File: src/rtl/core/mcpg_pkg.sv
// shared types and constants of the midpoint circle point generator
// no dependencies; imported by every module of the block
package mcpg_pkg;

	// default width of the radius and of the stored point coordinates
	localparam int RADIUS_BITS_DEF = 10;

	// default depth of the step queue between front and back
	localparam int QUEUE_DEPTH_DEF = 4;

	// input item kinds
	localparam logic MODE_START = 1'b0;
	localparam logic MODE_STEP  = 1'b1;

	// configuration port
	localparam int APB_ADDR_BITS = 3;
	localparam int APB_DATA_BITS = 32;
	localparam logic [APB_ADDR_BITS-1:0] ADDR_FILL_MODE = 3'd0;

	// status of the step queue as seen by the input handshake and the back part
	typedef struct packed {
		logic full;
		logic valid;
	} q_status_t;

endpackage

File: src/rtl/core/mcpg_queue.sv
// short step queue between the front and the back part
// depends on mcpg_pkg for the status struct and the default depth
module mcpg_queue
	import mcpg_pkg::*;
#(
	parameter int WIDTH = 21,
	parameter int DEPTH = QUEUE_DEPTH_DEF
) (
	input  logic             clk,
	input  logic             arst_n,
	input  logic             push,
	input  logic [WIDTH-1:0] push_data,
	input  logic             pop,
	output logic [WIDTH-1:0] head_data,
	output q_status_t        status
);

	localparam int PTR_BITS = (DEPTH > 1) ? $clog2(DEPTH) : 1;
	localparam int CNT_BITS = $clog2(DEPTH + 1);
	localparam logic [PTR_BITS-1:0] PTR_LAST = PTR_BITS'(DEPTH - 1);
	localparam logic [CNT_BITS-1:0] CNT_FULL = CNT_BITS'(DEPTH);

	logic [WIDTH-1:0]    mem_q [DEPTH];
	logic [PTR_BITS-1:0] wr_ptr_q;
	logic [PTR_BITS-1:0] rd_ptr_q;
	logic [CNT_BITS-1:0] count_q;

	assign status.full  = (count_q == CNT_FULL);
	assign status.valid = (count_q != '0);
	assign head_data    = mem_q[rd_ptr_q];

	// entry storage
	always_ff @(posedge clk) begin
		if (push) begin
			mem_q[wr_ptr_q] <= push_data;
		end
	end

	// pointers and fill count
	always_ff @(posedge clk or negedge arst_n) begin
		if (!arst_n) begin
			wr_ptr_q <= '0;
			rd_ptr_q <= '0;
			count_q  <= '0;
		end else begin
			if (push) begin
				wr_ptr_q <= (wr_ptr_q == PTR_LAST) ? '0 : wr_ptr_q + 1'b1;
			end
			if (pop) begin
				rd_ptr_q <= (rd_ptr_q == PTR_LAST) ? '0 : rd_ptr_q + 1'b1;
			end
			if (push && !pop) begin
				count_q <= count_q + 1'b1;
			end else if (pop && !push) begin
				count_q <= count_q - 1'b1;
			end
		end
	end

endmodule

File: src/rtl/core/mcpg_front.sv
// front part: accepts start and step transactions, runs the midpoint decision
// update and queues the point of each step; depends on mcpg_pkg
module mcpg_front
	import mcpg_pkg::*;
#(
	parameter int RADIUS_BITS = RADIUS_BITS_DEF
) (
	input  logic                   clk,
	input  logic                   arst_n,
	input  logic                   fill_mode,
	input  logic                   accept,
	input  logic                   mode,
	input  logic [RADIUS_BITS-1:0] radius,
	output logic                   push,
	output logic [2*RADIUS_BITS:0] push_data
);

	localparam int DW = RADIUS_BITS + 3;

	logic [RADIUS_BITS-1:0] cur_x_q;
	logic [RADIUS_BITS-1:0] cur_y_q;
	logic signed [DW-1:0]   decision_q;
	logic [RADIUS_BITS-1:0] cur_radius_q;
	logic                   repeat_pass_q;
	logic                   active_q;

	logic [RADIUS_BITS-1:0] x_nxt;
	logic [RADIUS_BITS-1:0] y_nxt;
	logic signed [DW-1:0]   dec_nxt;
	logic signed [DW-1:0]   dec_inc;
	logic                   circle_end;
	logic                   figure_end;
	logic [RADIUS_BITS-1:0] restart_r;

	// midpoint step
	always_comb begin
		x_nxt = cur_x_q + 1'b1;
		if (decision_q[DW-1]) begin
			y_nxt   = cur_y_q;
			dec_inc = signed'({2'b00, x_nxt, 1'b1});
		end else begin
			y_nxt   = cur_y_q - 1'b1;
			dec_inc = ((signed'(DW'(x_nxt)) - signed'(DW'(y_nxt))) <<< 1) + DW'(1);
		end
		dec_nxt    = decision_q + dec_inc;
		circle_end = (y_nxt <= x_nxt);
		figure_end = circle_end && repeat_pass_q
			&& !(fill_mode && (cur_radius_q > RADIUS_BITS'(1)));
		restart_r  = repeat_pass_q ? cur_radius_q - 1'b1 : cur_radius_q;
	end

	assign push      = accept && (mode == MODE_STEP) && active_q;
	assign push_data = {figure_end, cur_x_q, cur_y_q};

	// figure state
	always_ff @(posedge clk or negedge arst_n) begin
		if (!arst_n) begin
			cur_x_q       <= '0;
			cur_y_q       <= '0;
			decision_q    <= '0;
			cur_radius_q  <= '0;
			repeat_pass_q <= 1'b0;
			active_q      <= 1'b0;
		end else if (accept && (mode == MODE_START)) begin
			cur_radius_q  <= radius;
			cur_x_q       <= '0;
			cur_y_q       <= radius;
			decision_q    <= DW'(1) - signed'(DW'(radius));
			repeat_pass_q <= 1'b1;
			active_q      <= (radius != '0);
		end else if (push) begin
			if (!circle_end) begin
				cur_x_q    <= x_nxt;
				cur_y_q    <= y_nxt;
				decision_q <= dec_nxt;
			end else if (figure_end) begin
				cur_x_q    <= x_nxt;
				cur_y_q    <= y_nxt;
				decision_q <= dec_nxt;
				active_q   <= 1'b0;
			end else begin
				// next circle: same radius again, or the next smaller one
				cur_radius_q  <= restart_r;
				cur_x_q       <= '0;
				cur_y_q       <= restart_r;
				decision_q    <= DW'(1) - signed'(DW'(restart_r));
				repeat_pass_q <= !repeat_pass_q;
			end
		end
	end

endmodule

File: src/rtl/core/mcpg_back.sv
// back part: takes one queued step and emits its eight octant points through
// a registered output; depends on mcpg_pkg
module mcpg_back
	import mcpg_pkg::*;
#(
	parameter int RADIUS_BITS = RADIUS_BITS_DEF
) (
	input  logic                          clk,
	input  logic                          arst_n,
	input  q_status_t                     q_status,
	input  logic [2*RADIUS_BITS:0]        head_data,
	output logic                          pop,
	output logic                          out_valid,
	input  logic                          out_stall,
	output logic signed [RADIUS_BITS:0]   offset_x,
	output logic signed [RADIUS_BITS:0]   offset_y,
	output logic                          last,
	output logic                          figure_done
);

	localparam logic [2:0] PT_LAST = 3'd7;

	logic [RADIUS_BITS-1:0] ent_x_q;
	logic [RADIUS_BITS-1:0] ent_y_q;
	logic                   ent_done_q;
	logic                   have_q;
	logic [2:0]             pt_q;
	logic                   out_valid_q;

	logic                   adv;
	logic signed [RADIUS_BITS:0] xs;
	logic signed [RADIUS_BITS:0] ys;
	logic signed [RADIUS_BITS:0] px;
	logic signed [RADIUS_BITS:0] py;

	assign adv       = have_q && (!out_valid_q || !out_stall);
	assign pop       = q_status.valid && (!have_q || (adv && (pt_q == PT_LAST)));
	assign out_valid = out_valid_q;

	// octant point select
	always_comb begin
		xs = signed'({1'b0, ent_x_q});
		ys = signed'({1'b0, ent_y_q});
		case (pt_q)
			3'd0: begin px = ys;  py = xs;  end
			3'd1: begin px = xs;  py = ys;  end
			3'd2: begin px = -xs; py = ys;  end
			3'd3: begin px = -ys; py = xs;  end
			3'd4: begin px = -ys; py = -xs; end
			3'd5: begin px = -xs; py = -ys; end
			3'd6: begin px = xs;  py = -ys; end
			default: begin px = ys; py = -xs; end
		endcase
	end

	// current step entry
	always_ff @(posedge clk) begin
		if (pop) begin
			{ent_done_q, ent_x_q, ent_y_q} <= head_data;
		end
	end

	// output payload
	always_ff @(posedge clk) begin
		if (adv) begin
			offset_x    <= px;
			offset_y    <= py;
			last        <= (pt_q == PT_LAST);
			figure_done <= (pt_q == PT_LAST) && ent_done_q;
		end
	end

	// sequencing
	always_ff @(posedge clk or negedge arst_n) begin
		if (!arst_n) begin
			have_q      <= 1'b0;
			pt_q        <= '0;
			out_valid_q <= 1'b0;
		end else begin
			if (adv) begin
				out_valid_q <= 1'b1;
				pt_q        <= pt_q + 1'b1;
				if (pt_q == PT_LAST) begin
					have_q <= 1'b0;
				end
			end else if (out_valid_q && !out_stall) begin
				out_valid_q <= 1'b0;
			end
			if (pop) begin
				have_q <= 1'b1;
				pt_q   <= '0;
			end
		end
	end

endmodule

File: src/rtl/core/midpoint_circle_point_generator_unit.sv
// top level of the midpoint circle point generator: register port, front,
// step queue and back; depends on mcpg_pkg, mcpg_front, mcpg_queue, mcpg_back
//
// channel  direction  handshake          payload
// in       input      in_valid/in_stall  mode, radius
// out      output     out_valid/out_stall offset_x, offset_y, last, figure_done
// apb      input      psel/penable/pready paddr, pwrite, pwdata, prdata
//
// a start transaction is taken while in_stall is low and emits nothing
// a step transaction is taken while in_stall is low; its eight points leave through the
// output register at one point per cycle while out_stall is low
// in_stall rises only when the step queue is full; out_stall holds the output
// reset clears the figure state, the queue and fill_mode to 1
module midpoint_circle_point_generator_unit
	import mcpg_pkg::*;
#(
	parameter int RADIUS_BITS = RADIUS_BITS_DEF,
	parameter int QUEUE_DEPTH = QUEUE_DEPTH_DEF
) (
	input  logic                       clk,
	input  logic                       arst_n,
	input  logic                       in_valid,
	output logic                       in_stall,
	input  logic                       mode,
	input  logic [RADIUS_BITS-1:0]     radius,
	output logic                       out_valid,
	input  logic                       out_stall,
	output logic signed [RADIUS_BITS:0] offset_x,
	output logic signed [RADIUS_BITS:0] offset_y,
	output logic                       last,
	output logic                       figure_done,
	input  logic                       psel,
	input  logic                       penable,
	input  logic                       pwrite,
	input  logic [APB_ADDR_BITS-1:0]   paddr,
	input  logic [APB_DATA_BITS-1:0]   pwdata,
	output logic [APB_DATA_BITS-1:0]   prdata,
	output logic                       pready
);

	localparam int QW = 2 * RADIUS_BITS + 1;

	logic           fill_mode_q;
	logic           cfg_wr;
	logic           in_accept;
	logic           q_push;
	logic           q_pop;
	logic [QW-1:0]  q_push_data;
	logic [QW-1:0]  q_head_data;
	q_status_t      q_status;

	// register port
	assign pready = 1'b1;
	assign cfg_wr = psel && penable && pwrite && pready;
	assign prdata = (paddr[APB_ADDR_BITS-1:2] == ADDR_FILL_MODE[APB_ADDR_BITS-1:2])
		? APB_DATA_BITS'(fill_mode_q) : '0;

	always_ff @(posedge clk or negedge arst_n) begin
		if (!arst_n) begin
			fill_mode_q <= 1'b1;
		end else if (cfg_wr
			&& (paddr[APB_ADDR_BITS-1:2] == ADDR_FILL_MODE[APB_ADDR_BITS-1:2])) begin
			fill_mode_q <= pwdata[0];
		end
	end

	// input handshake
	assign in_stall  = q_status.full;
	assign in_accept = in_valid && !in_stall;

	mcpg_front #(
		.RADIUS_BITS (RADIUS_BITS)
	) u_front (
		.clk       (clk),
		.arst_n    (arst_n),
		.fill_mode (fill_mode_q),
		.accept    (in_accept),
		.mode      (mode),
		.radius    (radius),
		.push      (q_push),
		.push_data (q_push_data)
	);

	mcpg_queue #(
		.WIDTH (QW),
		.DEPTH (QUEUE_DEPTH)
	) u_queue (
		.clk       (clk),
		.arst_n    (arst_n),
		.push      (q_push),
		.push_data (q_push_data),
		.pop       (q_pop),
		.head_data (q_head_data),
		.status    (q_status)
	);

	mcpg_back #(
		.RADIUS_BITS (RADIUS_BITS)
	) u_back (
		.clk         (clk),
		.arst_n      (arst_n),
		.q_status    (q_status),
		.head_data   (q_head_data),
		.pop         (q_pop),
		.out_valid   (out_valid),
		.out_stall   (out_stall),
		.offset_x    (offset_x),
		.offset_y    (offset_y),
		.last        (last),
		.figure_done (figure_done)
	);

`ifndef SYNTHESIS
	// no step is queued while the queue is full
	a_no_push_full: assert property (@(posedge clk) disable iff (!arst_n)
		q_push |-> !q_status.full)
		else $error("step queued into full queue");

	// the back part only pops a queue that holds a step
	a_pop_valid: assert property (@(posedge clk) disable iff (!arst_n)
		q_pop |-> q_status.valid)
		else $error("pop from empty queue");

	// the end of a figure is marked only on the eighth point
	a_done_on_last: assert property (@(posedge clk) disable iff (!arst_n)
		(out_valid && figure_done) |-> last)
		else $error("figure_done without last");
`endif

endmodule
File: config.mk
export PLATFORM = sky130hd
export DESIGN_NAME = midpoint_circle_point_generator_unit
export DESIGN_NICKNAME = d
export VERILOG_FILES = /design/src/rtl/core/mcpg_pkg.sv /design/src/rtl/core/mcpg_queue.sv /design/src/rtl/core/mcpg_front.sv /design/src/rtl/core/mcpg_back.sv /design/src/rtl/core/midpoint_circle_point_generator_unit.sv
export SDC_FILE = /design/constraint.sdc
export NUM_CORES = 1
export LEC_CHECK = 0
export ABC_AREA = 1
export ABC_CLOCK_PERIOD_IN_PS = 5050
export BUFFER_PORTS_ARGS = -buffer_cell sky130_fd_sc_hd__buf_4
export CAP_MARGIN = 15
export CORE_MARGIN = 2
export CORE_UTILIZATION = 37
export CTS_CLUSTER_DIAMETER = 30
export DETAILED_ROUTE_END_ITERATION = 10
export HOLD_SLACK_MARGIN = 0.06
export PLACE_DENSITY = 0.55
export SLEW_MARGIN = 20
export SYNTH_ARGS = -nofsm -noshare
export SYNTH_HDL_FRONTEND = slang
export SYNTH_SLANG_ARGS = --single-unit
File: constraint.sdc
create_clock -name clk -period 5.05 [get_ports clk]
set_input_delay 0.2525 -clock clk [delete_from_list [all_inputs] [get_ports clk]]
set_output_delay 0.2525 -clock clk [all_outputs]
set_load 0.05 [all_outputs]
==> results.json, run 1 <==
{
  "status": "complete, no violations",
  "cts_setup_buffers": 0,
  "hold_path_depth": 3,
  "tightest_slew_ns": 0.969,
  "critPathKind": "flop to flop",
  "port_buffers": 46,
  "dr_total_vias": 8189,
  "ir_drop_mv": 0.479,
  "final_cell_mix": "nand2_1, edfxtp_1, inv_1, o21ai_0, nor2_1",
  "startpoint_type": "flop",
  "cts.sinks": 187,
  "required_ns": 5.33,
  "htree_num_levels": 4,
  "grt_pass1_vias": 7891,
  "via_per_inst": 5.11,
  "finClkSkew_ns": 0.0190,
  "synthArstFlopShare_pct": 31.0,
  "critical_path.most_common_cell": "nand2_1",
  "core_um2": 28800,
  "crit_path_max_incr_delay_ns": 0.57,
  "rsz0062_at_grt": "false",
  "dr_wl_met3_um": 917,
  "path_clk_slew_ns": 0.08,
  "drc_errors": 0,
  "yosysWarnings": 0,
  "seqPwrFrac_pct": 29.3,
  "place_congestion": 0.909,
  "cap_violations": 0,
  "initial_utilization_pct": 37.7,
  "seq_area_frac_synth_pct": 49.1,
  "whs_ns": 0.0765,
  "antenna_found_initial": 0,
  "synth_seq_cells": 187,
  "die_x_um": 175,
  "die_y_um": 175,
  "post-synth-top-area-fraction_pct": 35.7,
  "wirelength_um": 26300,
  "grt_max_degree": 59,
  "ant_nets": 0,
  "pwr-share-clk_pct": 14.8,
  "rr_startpoint": "u_front.cur_x_q[2]",
  "grt_pass1_wl_um": 42300,
  "synth_edf_count": 129,
  "firstDrtPassIters": 6,
  "io_pins": 112,
  "crit_path_top_delay_cell": "dfrtp_1",
  "yosys-top-cells-area": "edfxtp_1, dfrtp_1, nand2_1",
  "drt-met1-wl_um": 11900,
  "min_period_ns": 4.14,
  "top_layer": "met4",
  "crit_arrival_ns": 4.42,
  "dpl.hpwl_um": 18800,
  "avgSynthCellArea_um2": 9.34,
  "cp-startpoint": "u_front.cur_x_q[2]",
  "maxSlewHeadroom_pct": 35.4,
  "synth_flop_cell": "edfxtp_1",
  "cts_tree": "done",
  "hold_path_startpoint": "pwdata[0]",
  "clockBufferDepth": 2,
  "power.switching_mw": 4.37,
  "wl_per_cell_um": 16.4,
  "row_count": 62,
  "finalSetupViolCount": 0,
  "root_buffer": "clkbuf_16",
  "crit_path_cell_trace": "nand4_1 > nor2_1 > nand2_1 > nand2_1 > inv_1 > ha_1 > a21oi_1 > nand2_1 > a21oi_1 > xor2_1 > o21ai_0 > ha_1 > nand2_1 > inv_1 > a21oi_1 > nand2_1 > a31oi_1 > xor2_1 > o21ai_2 > nand2_1 > nand3_1",
  "nets": 1315,
  "hp-class": "input port to flop",
  "drt_iter0_markers": 689,
  "finalHoldViolations": 0,
  "max_freq_ghz": 0.242,
  "synth_cell_types": 60,
  "setup-tns-final_ns": 0,
  "die_area_um2": 30700,
  "clk_latency_ns": 0.43,
  "p_int_mw": 4.59,
  "numCtsBuffers": 17,
  "area_growth_pct": 11.5,
  "drive_above_1_share_pct": 12.5,
  "synthCells": 1161,
  "wl_met2_um": 12900,
  "grt_overflow": 0,
  "antenna_cells": 0,
  "synth.largest_area_cell": "edfxtp_1",
  "end_kind": "flop",
  "leakage_nw": 5.15,
  "slew_violations": 0,
  "grtUsageTotal_pct": 17.6,
  "syn_area_um2": 10800,
  "power_density_nw_per_um2": 742,
  "final_common_cell": "nand2_1",
  "p_sw_share_pct": 48.8,
  "ff2ff_setup_slack_ns": 0.91,
  "combPwrFrac_pct": 55.9,
  "r2r_cells": 21,
  "path_max_fanout": 10,
  "fin_crit_sh_pct": 82.0
}
[timing repair]
action | in CTS | in global routing
hold buffers | 2 | 0
hold endpoints to repair | 58 | 0
resized for setup | 0 | 0
[worst max-delay path: cells and delay by family, from the launching register on]
family | cells | cell delay [ns]
flip-flops | 1 | 0.57
AND/OR/NAND/NOR | 9 | 1.13
XOR/XNOR | 2 | 0.29
AO/OA/AOI/OAI | 6 | 1.16
buffers and inverters | 2 | 0.10
adder cells (fa/ha/maj) | 2 | 0.73
[metrics by stage]
stage | cells | total power [mW] | area, µm² | utilization [%] | worst slack [ns]
after global placement | 1570 | 7.60 | 11500 | 39.9 | 0.994
after detailed placement | 1570 | 7.65 | 11500 | 39.9 | 0.964
after global routing | 1604 | 9.72 | 12100 | 42.0 | 0.450
final | 1604 | 8.96 | 12100 | 42.0 | 0.911
after CTS | 1604 | 9.00 | 12100 | 42.0 | 0.954
after floorplan | 1191 | 6.38 | 11000 | - | 1.55
[registers in the layout (all words and copies together) (netlist names), 2 cells and up]
signal / flops
u_back.offset_x: 11
u_queue.wr_ptr_q: 2
u_queue.mem_q: 84
u_front.cur_radius_q: 10
u_queue.count_q: 3
u_front.decision_q: 13
u_back.ent_x_q: 10
u_back.ent_y_q: 10
u_front.cur_x_q: 10
u_back.pt_q: 3
u_front.cur_y_q: 10
u_queue.rd_ptr_q: 2
u_back.offset_y: 11
[layer usage]
metal  up-vias  global-route usage (%)
met5         -                       0
met4         0                    5.90
met2       193                    30.3
met1      3907                    22.6
li1       4055                       -
met3        34                    2.63
[cell usage after synthesis (9+ instances only)]
cell and n:
inv_2 15, buf_4 34, ha_1 52, o22ai_1 34, a21oi_1 46, o21ai_0 100, nor2_1 100, clkbuf_1 16
nor3_1 14, xnor2_1 9, o21ai_1 11, dfrtp_1 57, edfxtp_1 129, o221ai_1 12, nand4_1 11, nand2_1 183
xor2_1 44, nand3_1 48, inv_1 126
[worst paths after layout]
path                                          endpoint
worst max-delay path            u_front.decision_q[10]
worst min-delay path                       fill_mode_q
worst max register to register  u_front.decision_q[10]
worst min register to register   u_front.decision_q[8]
max in group asynchronous           u_queue.count_q[0]
min in group asynchronous       u_front.decision_q[12]
[power by group through the flow]
stage	logic [mW]	clock network [mW]	registers [mW]
final	5.01	1.33	2.62
after global routing	5.61	1.42	2.69
after CTS	5.01	1.36	2.62
after detailed placement	5.00	0	2.65
after global placement	4.94	0	2.65
after floorplan	3.53	0	2.86
[final cells by class]
type | count | area, µm²
fillers | 2814 | 16700
flip-flops and latches | 187 | 5330
multi-input cells | 798 | 4700
inverters | 142 | 533
well taps | 384 | 480
repair buffers | 61 | 463
clock buffers | 19 | 443
clock inverters | 13 | 146
[cell families after synthesis]
| logic type | count (synthesis) | share of synthesized area, % |
|---|---|---|
| and+or+nand+nor | 395 | 16.3 |
| AOI/OAI and AO/OA | 262 | 14.9 |
| buffers and inverters | 206 | 8.72 |
| DFF | 187 | 49.1 |
| adders and majority gates | 55 | 6.55 |
| xor gates and xnor gates | 53 | 4.28 |
| other | 2 | 0.0693 |
| muxes | 1 | 0.104 |
No activity file was read; power rests on OpenSTA's default activity.
==> run 2, diff against run 1 <==
- ABC_CLOCK_PERIOD_IN_PS: 5050 -> 3400
- PLACE_DENSITY: 0.55 -> 0.57
- clock period: 5.05 -> 3.4 ns (I/O delays scaled with it)
==> run 2 against run 1 <==
Effect of this change:
- first-iteration DRC count is 22% lower
- sequential power up 44%
- the run now ends with negative setup slack left
- maximum frequency is 16% higher
- clock power is 55% higher
- clock skew decreased by 0.0029 ns
- count of clock-buffer cells in the layout fell by 2
- final cell count up 9.2%
- worst hold slack better by 0.040 ns
- core utilization is 6.8 points higher
==> results.json, run 2 (synthesized netlist as in run 1, its figures left out) <==
{
  "hp-class": "input port to flop",
  "finClkSkew_ns": 0.0162,
  "pwr-share-clk_pct": 12.4,
  "startpoint_type": "flop",
  "final_cell_mix": "buf_4, nand2_1, edfxtp_1, inv_1, nor2_1",
  "violations": "negative setup slack",
  "register_area_um2": 5330,
  "ff2ff_setup_slack_ns": -0.16,
  "seqPwrFrac_pct": 22.8,
  "critPathKind": "flop to flop",
  "crit_path_top_delay_cell": "dfrtp_1",
  "io_pins": 112,
  "maxSlewHeadroom_pct": 38.5,
  "worst_slack_ns": -0.165,
  "numCtsBuffers": 17,
  "crit_path_max_incr_delay_ns": 0.45,
  "clockBufferDepth": 2,
  "fin_area_um2": 14000,
  "whs_ns": 0.116,
  "num-fill-cells": 2660,
  "power.switching_mw": 7.81,
  "r2r-end": "u_front.decision_q[12]",
  "rr_startpoint": "u_front.cur_y_q[1]",
  "wirelength_um": 29800,
  "crit_arrival_ns": 3.90,
  "grt_overflow": 0,
  "slew_violations": 0,
  "power_density_nw_per_um2": 1180,
  "required_ns": 3.74,
  "crit_family": "simple AND/OR/NAND/NOR gates",
  "finalHoldViolations": 0,
  "grt_pass1_wl_um": 46500,
  "antenna_found_initial": 0,
  "nets": 1462,
  "ant_nets": 0,
  "grtUsageTotal_pct": 19.4,
  "grt_max_degree": 59,
  "dr_total_vias": 8924,
  "multi_input_area_um2": 5400,
  "area_growth_pct": 29.5,
  "die_area_um2": 30700,
  "critical_path.most_common_cell": "nand2_1",
  "crit_path_cell_trace": "inv_1 > ha_2 > nand3_2 > or2_4 > nor3_4 > xnor2_2 > ha_4 > buf_4 > nand2_4 > inv_2 > a221oi_2 > nand3_2 > nor2_4 > ha_4 > nand2_4 > inv_2 > a221oi_2 > nand3_1 > nand3_1 > nand2_1 > nand2_1 > nand2_1 > nand2_1 > nand2_1",
  "drc_errors": 0,
  "combPwrFrac_pct": 64.8,
  "p_int_mw": 8.79,
  "antenna_cells": 0,
  "r2r_cells": 24,
  "initial_utilization_pct": 37.7,
  "max_flop_register": "u_queue.mem_q",
  "row_count": 62,
  "grt_pass1_vias": 8621,
  "worst-path-buf-inv": 4,
  "rsz0062_at_grt": "true",
  "root_buffer": "clkbuf_16",
  "status": "complete, but fails checks",
  "p_sw_share_pct": 47.0,
  "htree_num_levels": 4,
  "hold_path_end": "u_front.cur_radius_q[1]",
  "leakage_nw": 5.98,
  "fin_crit_sh_pct": 105,
  "clk_latency_ns": 0.45,
  "finalSetupViolCount": 5,
  "hold_path_startpoint": "radius[1]",
  "die_y_um": 175,
  "path_clk_slew_ns": 0.08,
  "wl_per_cell_um": 17.0,
  "drt_iter0_markers": 539,
  "path_max_fanout": 4,
  "cap_violations": 0,
  "via_per_inst": 5.10,
  "hold_path_depth": 3,
  "drive_above_1_share_pct": 28.6,
  "largest_reg_flops": 84,
  "cts_tree": "done",
  "die_x_um": 175,
  "p_total_mw": 16.6,
  "reg_top3": "u_queue.mem_q x84, u_front.decision_q x13",
  "tightest_slew_ns": 0.921,
  "ir_drop_mv": 0.765,
  "placed_area_um2": 12300,
  "final_common_cell": "buf_4",
  "place_congestion": 0.936,
  "cts.sinks": 187,
  "max_freq_ghz": 0.281,
  "dpl.hpwl_um": 20700,
  "core_um2": 28800,
  "port_buffers": 46,
  "setup-tns-final_ns": -0.468,
  "cp-startpoint": "u_front.cur_y_q[1]",
  "firstDrtPassIters": 7,
  "end_kind": "flop",
  "min_period_ns": 3.56
}
run 2: changes by cell type in the layout (fill, tap and decap cells not counted), sizes merged:
cell,delta
inv,+2
buf,+133
clkinv,-1
dlygate4sd3,+12
clkinvlp,+1
run 2: layout make-up:
cell class	count	share of cell area, %
Inverter	142	3.87
Timing Repair Buffer	208	12.0
Clock buffer	17	3.03
Sequential cell	187	37.9
Multi-Input combinational cell	798	38.5
Clock inverter	15	1.30
Tap cell	384	3.42
run 2: how the worst max path moves through the flow:
| stage | end | slack, ns | depth (start not counted) |
|---|---|---|---|
| 2_1_floorplan | u_front.decision_q[12] | 0.0008 | 23 |
| 3_3_place_gp | u_front.decision_q[12] | -0.20 | 24 |
| 3_5_place_dp | u_front.decision_q[12] | -0.25 | 23 |
| 4_1_cts | u_front.decision_q[12] | -0.15 | 25 |
| 5_1_grt | u_front.decision_q[12] | -0.39 | 25 |
| 6_report | u_front.decision_q[12] | -0.16 | 24 |
run 2: metrics by stage:
stage                     instances  util [%]  setup slack, ns
final                          1751      48.8           -0.165
after global routing           1751      48.8           -0.394
after CTS                      1733      46.4           -0.147
after detailed placement       1674      42.8           -0.247
after global placement         1674      42.8           -0.198
after floorplan                1191         -         0.000823
run 2: power by group through the flow:
| stage | combinational (mW) | clock (mW) | sequential [mW] |
|---|---|---|---|
| after detailed placement | 8.69 | 0 | 3.79 |
| after global routing | 11.7 | 2.18 | 3.86 |
| final | 10.8 | 2.06 | 3.78 |
| after floorplan | 5.30 | 0 | 4.25 |
| after global placement | 8.65 | 0 | 3.78 |
| after CTS | 9.22 | 2.10 | 3.75 |
run 2: repair_timing:
item                                   4_1_cts  5_1_grt
endpoints found under the hold margin       69        0
hold buffers                                14        0
pin swaps                                   30       63
gates resized for setup                     41      110
buffers inserted                            13       17
gates cloned                                 0        3
setup endpoints to repair                   30       44
run 2: worst reg2reg max path: cells and delay by family, from the launching register on:
kind | cells | cell delay, ns
simple gates | 14 | 1.42
fa+ha+maj | 3 | 0.68
compound gates | 2 | 0.47
flops | 1 | 0.45
buf+inv | 4 | 0.31
xor+xnor | 1 | 0.17
run 2: routing by layer:
metal	vias up	track usage, %	routed length, µm
li1	4343	-	-
met1	4296	23.9	12500
met2	223	33.3	15100
met4	0	8.99	1080
met5	-	0	0
met3	62	2.92	1180
==> run 3, diff against run 2 <==
- SETUP_SLACK_MARGIN: unset -> 0.2
==> run 3 against run 2 <==
Effect of this change:
- the flow still finishes with violations (negative setup slack)
- clock skew shrank 0.00087 ns
- count of clock-buffer cells in the layout did not move
- highest routed layer unchanged
- register-to-register slack about the same
- final cell count decreased by 0.11%
- maximum frequency rose by 0.42%
- via count decreased by 0.27%
- flip-flop and latch count is the same
- wire length decreased by 1.7%
- non-clock buffer count fell by 2
==> results.json, run 3 (synthesized netlist as in run 1, its figures left out) <==
{
  "status": "complete, but fails checks",
  "violations": "negative setup slack",
  "rr_startpoint": "u_front.cur_y_q[2]",
  "hold_path_depth": 3,
  "wirelength_um": 29300,
  "core_um2": 28800,
  "whs_ns": 0.0832,
  "finalHoldViolations": 0,
  "clockBufferDepth": 2,
  "end_kind": "flop",
  "port_buffers": 46,
  "place_congestion": 0.900,
  "fin_area_um2": 14200,
  "r2r_cells": 24,
  "grt_pass1_vias": 8499,
  "cts_tree": "done",
  "worst_slack_ns": -0.150,
  "nets": 1460,
  "dr_wl_met3_um": 1170,
  "cap_violations": 0,
  "placed_area_um2": 12300,
  "die_area_um2": 30700,
  "grt_pass1_wl_um": 46200,
  "hold_path_startpoint": "radius[0]",
  "drt_iter0_markers": 747,
  "row_count": 62,
  "startpoint_type": "flop",
  "crit_path_max_incr_delay_ns": 0.41,
  "maxSlewHeadroom_pct": 38.6,
  "die_y_um": 175,
  "root_buffer": "clkbuf_16",
  "fin_cells": 1749,
  "ff2ff_setup_slack_ns": -0.15,
  "final_cell_mix": "buf_4, nand2_1, edfxtp_1, inv_1, nor2_1",
  "required_ns": 3.78,
  "dpl.hpwl_um": 20600,
  "numCtsBuffers": 17,
  "largest_reg_flops": 84,
  "dr_total_vias": 8900,
  "finalSetupViolCount": 9,
  "hold_path_end": "u_front.active_q",
  "via_per_inst": 5.09,
  "initial_utilization_pct": 37.7,
  "crit_path_top_delay_cell": "dfrtp_1",
  "firstDrtPassIters": 5,
  "area_growth_pct": 30.5,
  "grt_max_degree": 59,
  "critPathKind": "flop to flop",
  "r2r-end": "u_front.decision_q[8]",
  "drive_above_1_share_pct": 29.8,
  "tightest_slew_ns": 0.920,
  "grtUsageTotal_pct": 19.2,
  "wl_met2_um": 14800,
  "dp_cells": 1666,
  "crit_arrival_ns": 3.93,
  "die_x_um": 175,
  "slew_violations": 0,
  "max_freq_ghz": 0.282,
  "hp-class": "input port to flop",
  "drt-met1-wl_um": 12700,
  "grt_overflow": 0,
  "top_layer": "met4",
  "antenna_found_initial": 0,
  "clk_latency_ns": 0.44,
  "path_clk_slew_ns": 0.07,
  "max_flop_register": "u_queue.mem_q",
  "min_period_ns": 3.55,
  "path_max_fanout": 4,
  "drc_errors": 0,
  "rsz0062_at_grt": "true",
  "finClkSkew_ns": 0.0153,
  "crit_family": "simple AND/OR/NAND/NOR gates",
  "crit_path_cell_trace": "buf_6 > nor2_4 > nand3_2 > buf_4 > xor2_2 > ha_4 > a21oi_2 > nand2_1 > a21oi_2 > xor2_1 > o21ai_1 > buf_4 > ha_4 > nand2_4 > inv_2 > a21oi_2 > nand2_2 > buf_6 > xor2_1 > a21oi_1 > nand2_1 > nand2_1 > nand2_1 > nand2_1",
  "reg_top3": "u_queue.mem_q x84, u_front.decision_q x13",
  "wl_per_cell_um": 16.8,
  "worst-path-buf-inv": 5,
  "critical_path.most_common_cell": "nand2_1",
  "htree_num_levels": 4,
  "fin_crit_sh_pct": 104,
  "cp-startpoint": "u_front.cur_y_q[2]",
  "io_pins": 112,
  "antenna_cells": 0,
  "cts.sinks": 187,
  "ant_nets": 0,
  "final_common_cell": "buf_4"
}
[run 3: cell count changes in the layout (fill, tap and decap cells not counted), sizes merged]
cell         previous run  this run
dlygate4sd3            14        13
buf                   192       193
inv                   149       150
clkbuf                 19        17
clkinv                  7         6
[run 3: per-layer routing]
| layer | up-vias | global-route usage (%) |
|---|---|---|
| li1 | 4340 | - |
| met1 | 4290 | 24.6 |
| met2 | 236 | 33.7 |
| met3 | 34 | 2.46 |
| met4 | 0 | 6.25 |
| met5 | - | 0 |
[run 3: timing repair]
item                                   CTS  global route
setup endpoints to repair               37            44
setup buffers                           23            14
hold buffers                            13             0
pin swaps                               38            56
resized for setup                       88            95
endpoints found under the hold margin   67             0
gates cloned                             1             0
[run 3: through the flow]
step | TNS (ns) | util, % | setup slack (ns)
final | -0.655 | 49.2 | -0.150
after CTS | -0.272 | 47.3 | -0.154
after floorplan | 0 | - | 0.0771
after global routing | -5.88 | 49.2 | -0.439
after detailed placement | -1.50 | 42.6 | -0.285
after global placement | -1.10 | 42.6 | -0.236
[run 3: worst max-delay path by stage]
stage,endpoint,slack [ns],depth (start not counted)
finish,u_front.decision_q[8],-0.15,24
global route,u_front.decision_q[12],-0.44,24
CTS,u_front.decision_q[12],-0.15,26
detailed placement,u_front.decision_q[10],-0.29,22
global placement,u_front.decision_q[12],-0.24,24
floorplan,u_front.decision_q[12],0.08,26
[run 3: final cells by class]
class                   instances  area, µm²
clock buffers                  17        425
clock inverters                15        188
fillers                      2622      14600
inverters                     142        536
multi-input cells             798       5510
flip-flops and latches        187       5330
well taps                     384        480
repair buffers                206       1690
[run 3: tightest hold or removal path: cells and delay by family]
kind	cells	cell delay, ns
simple gates	2	0.23
buf+inv	1	0.08
Power of run 3 is not shown: default switching activity piles up to over one toggle a cycle in this logic, so the estimate is an artifact.
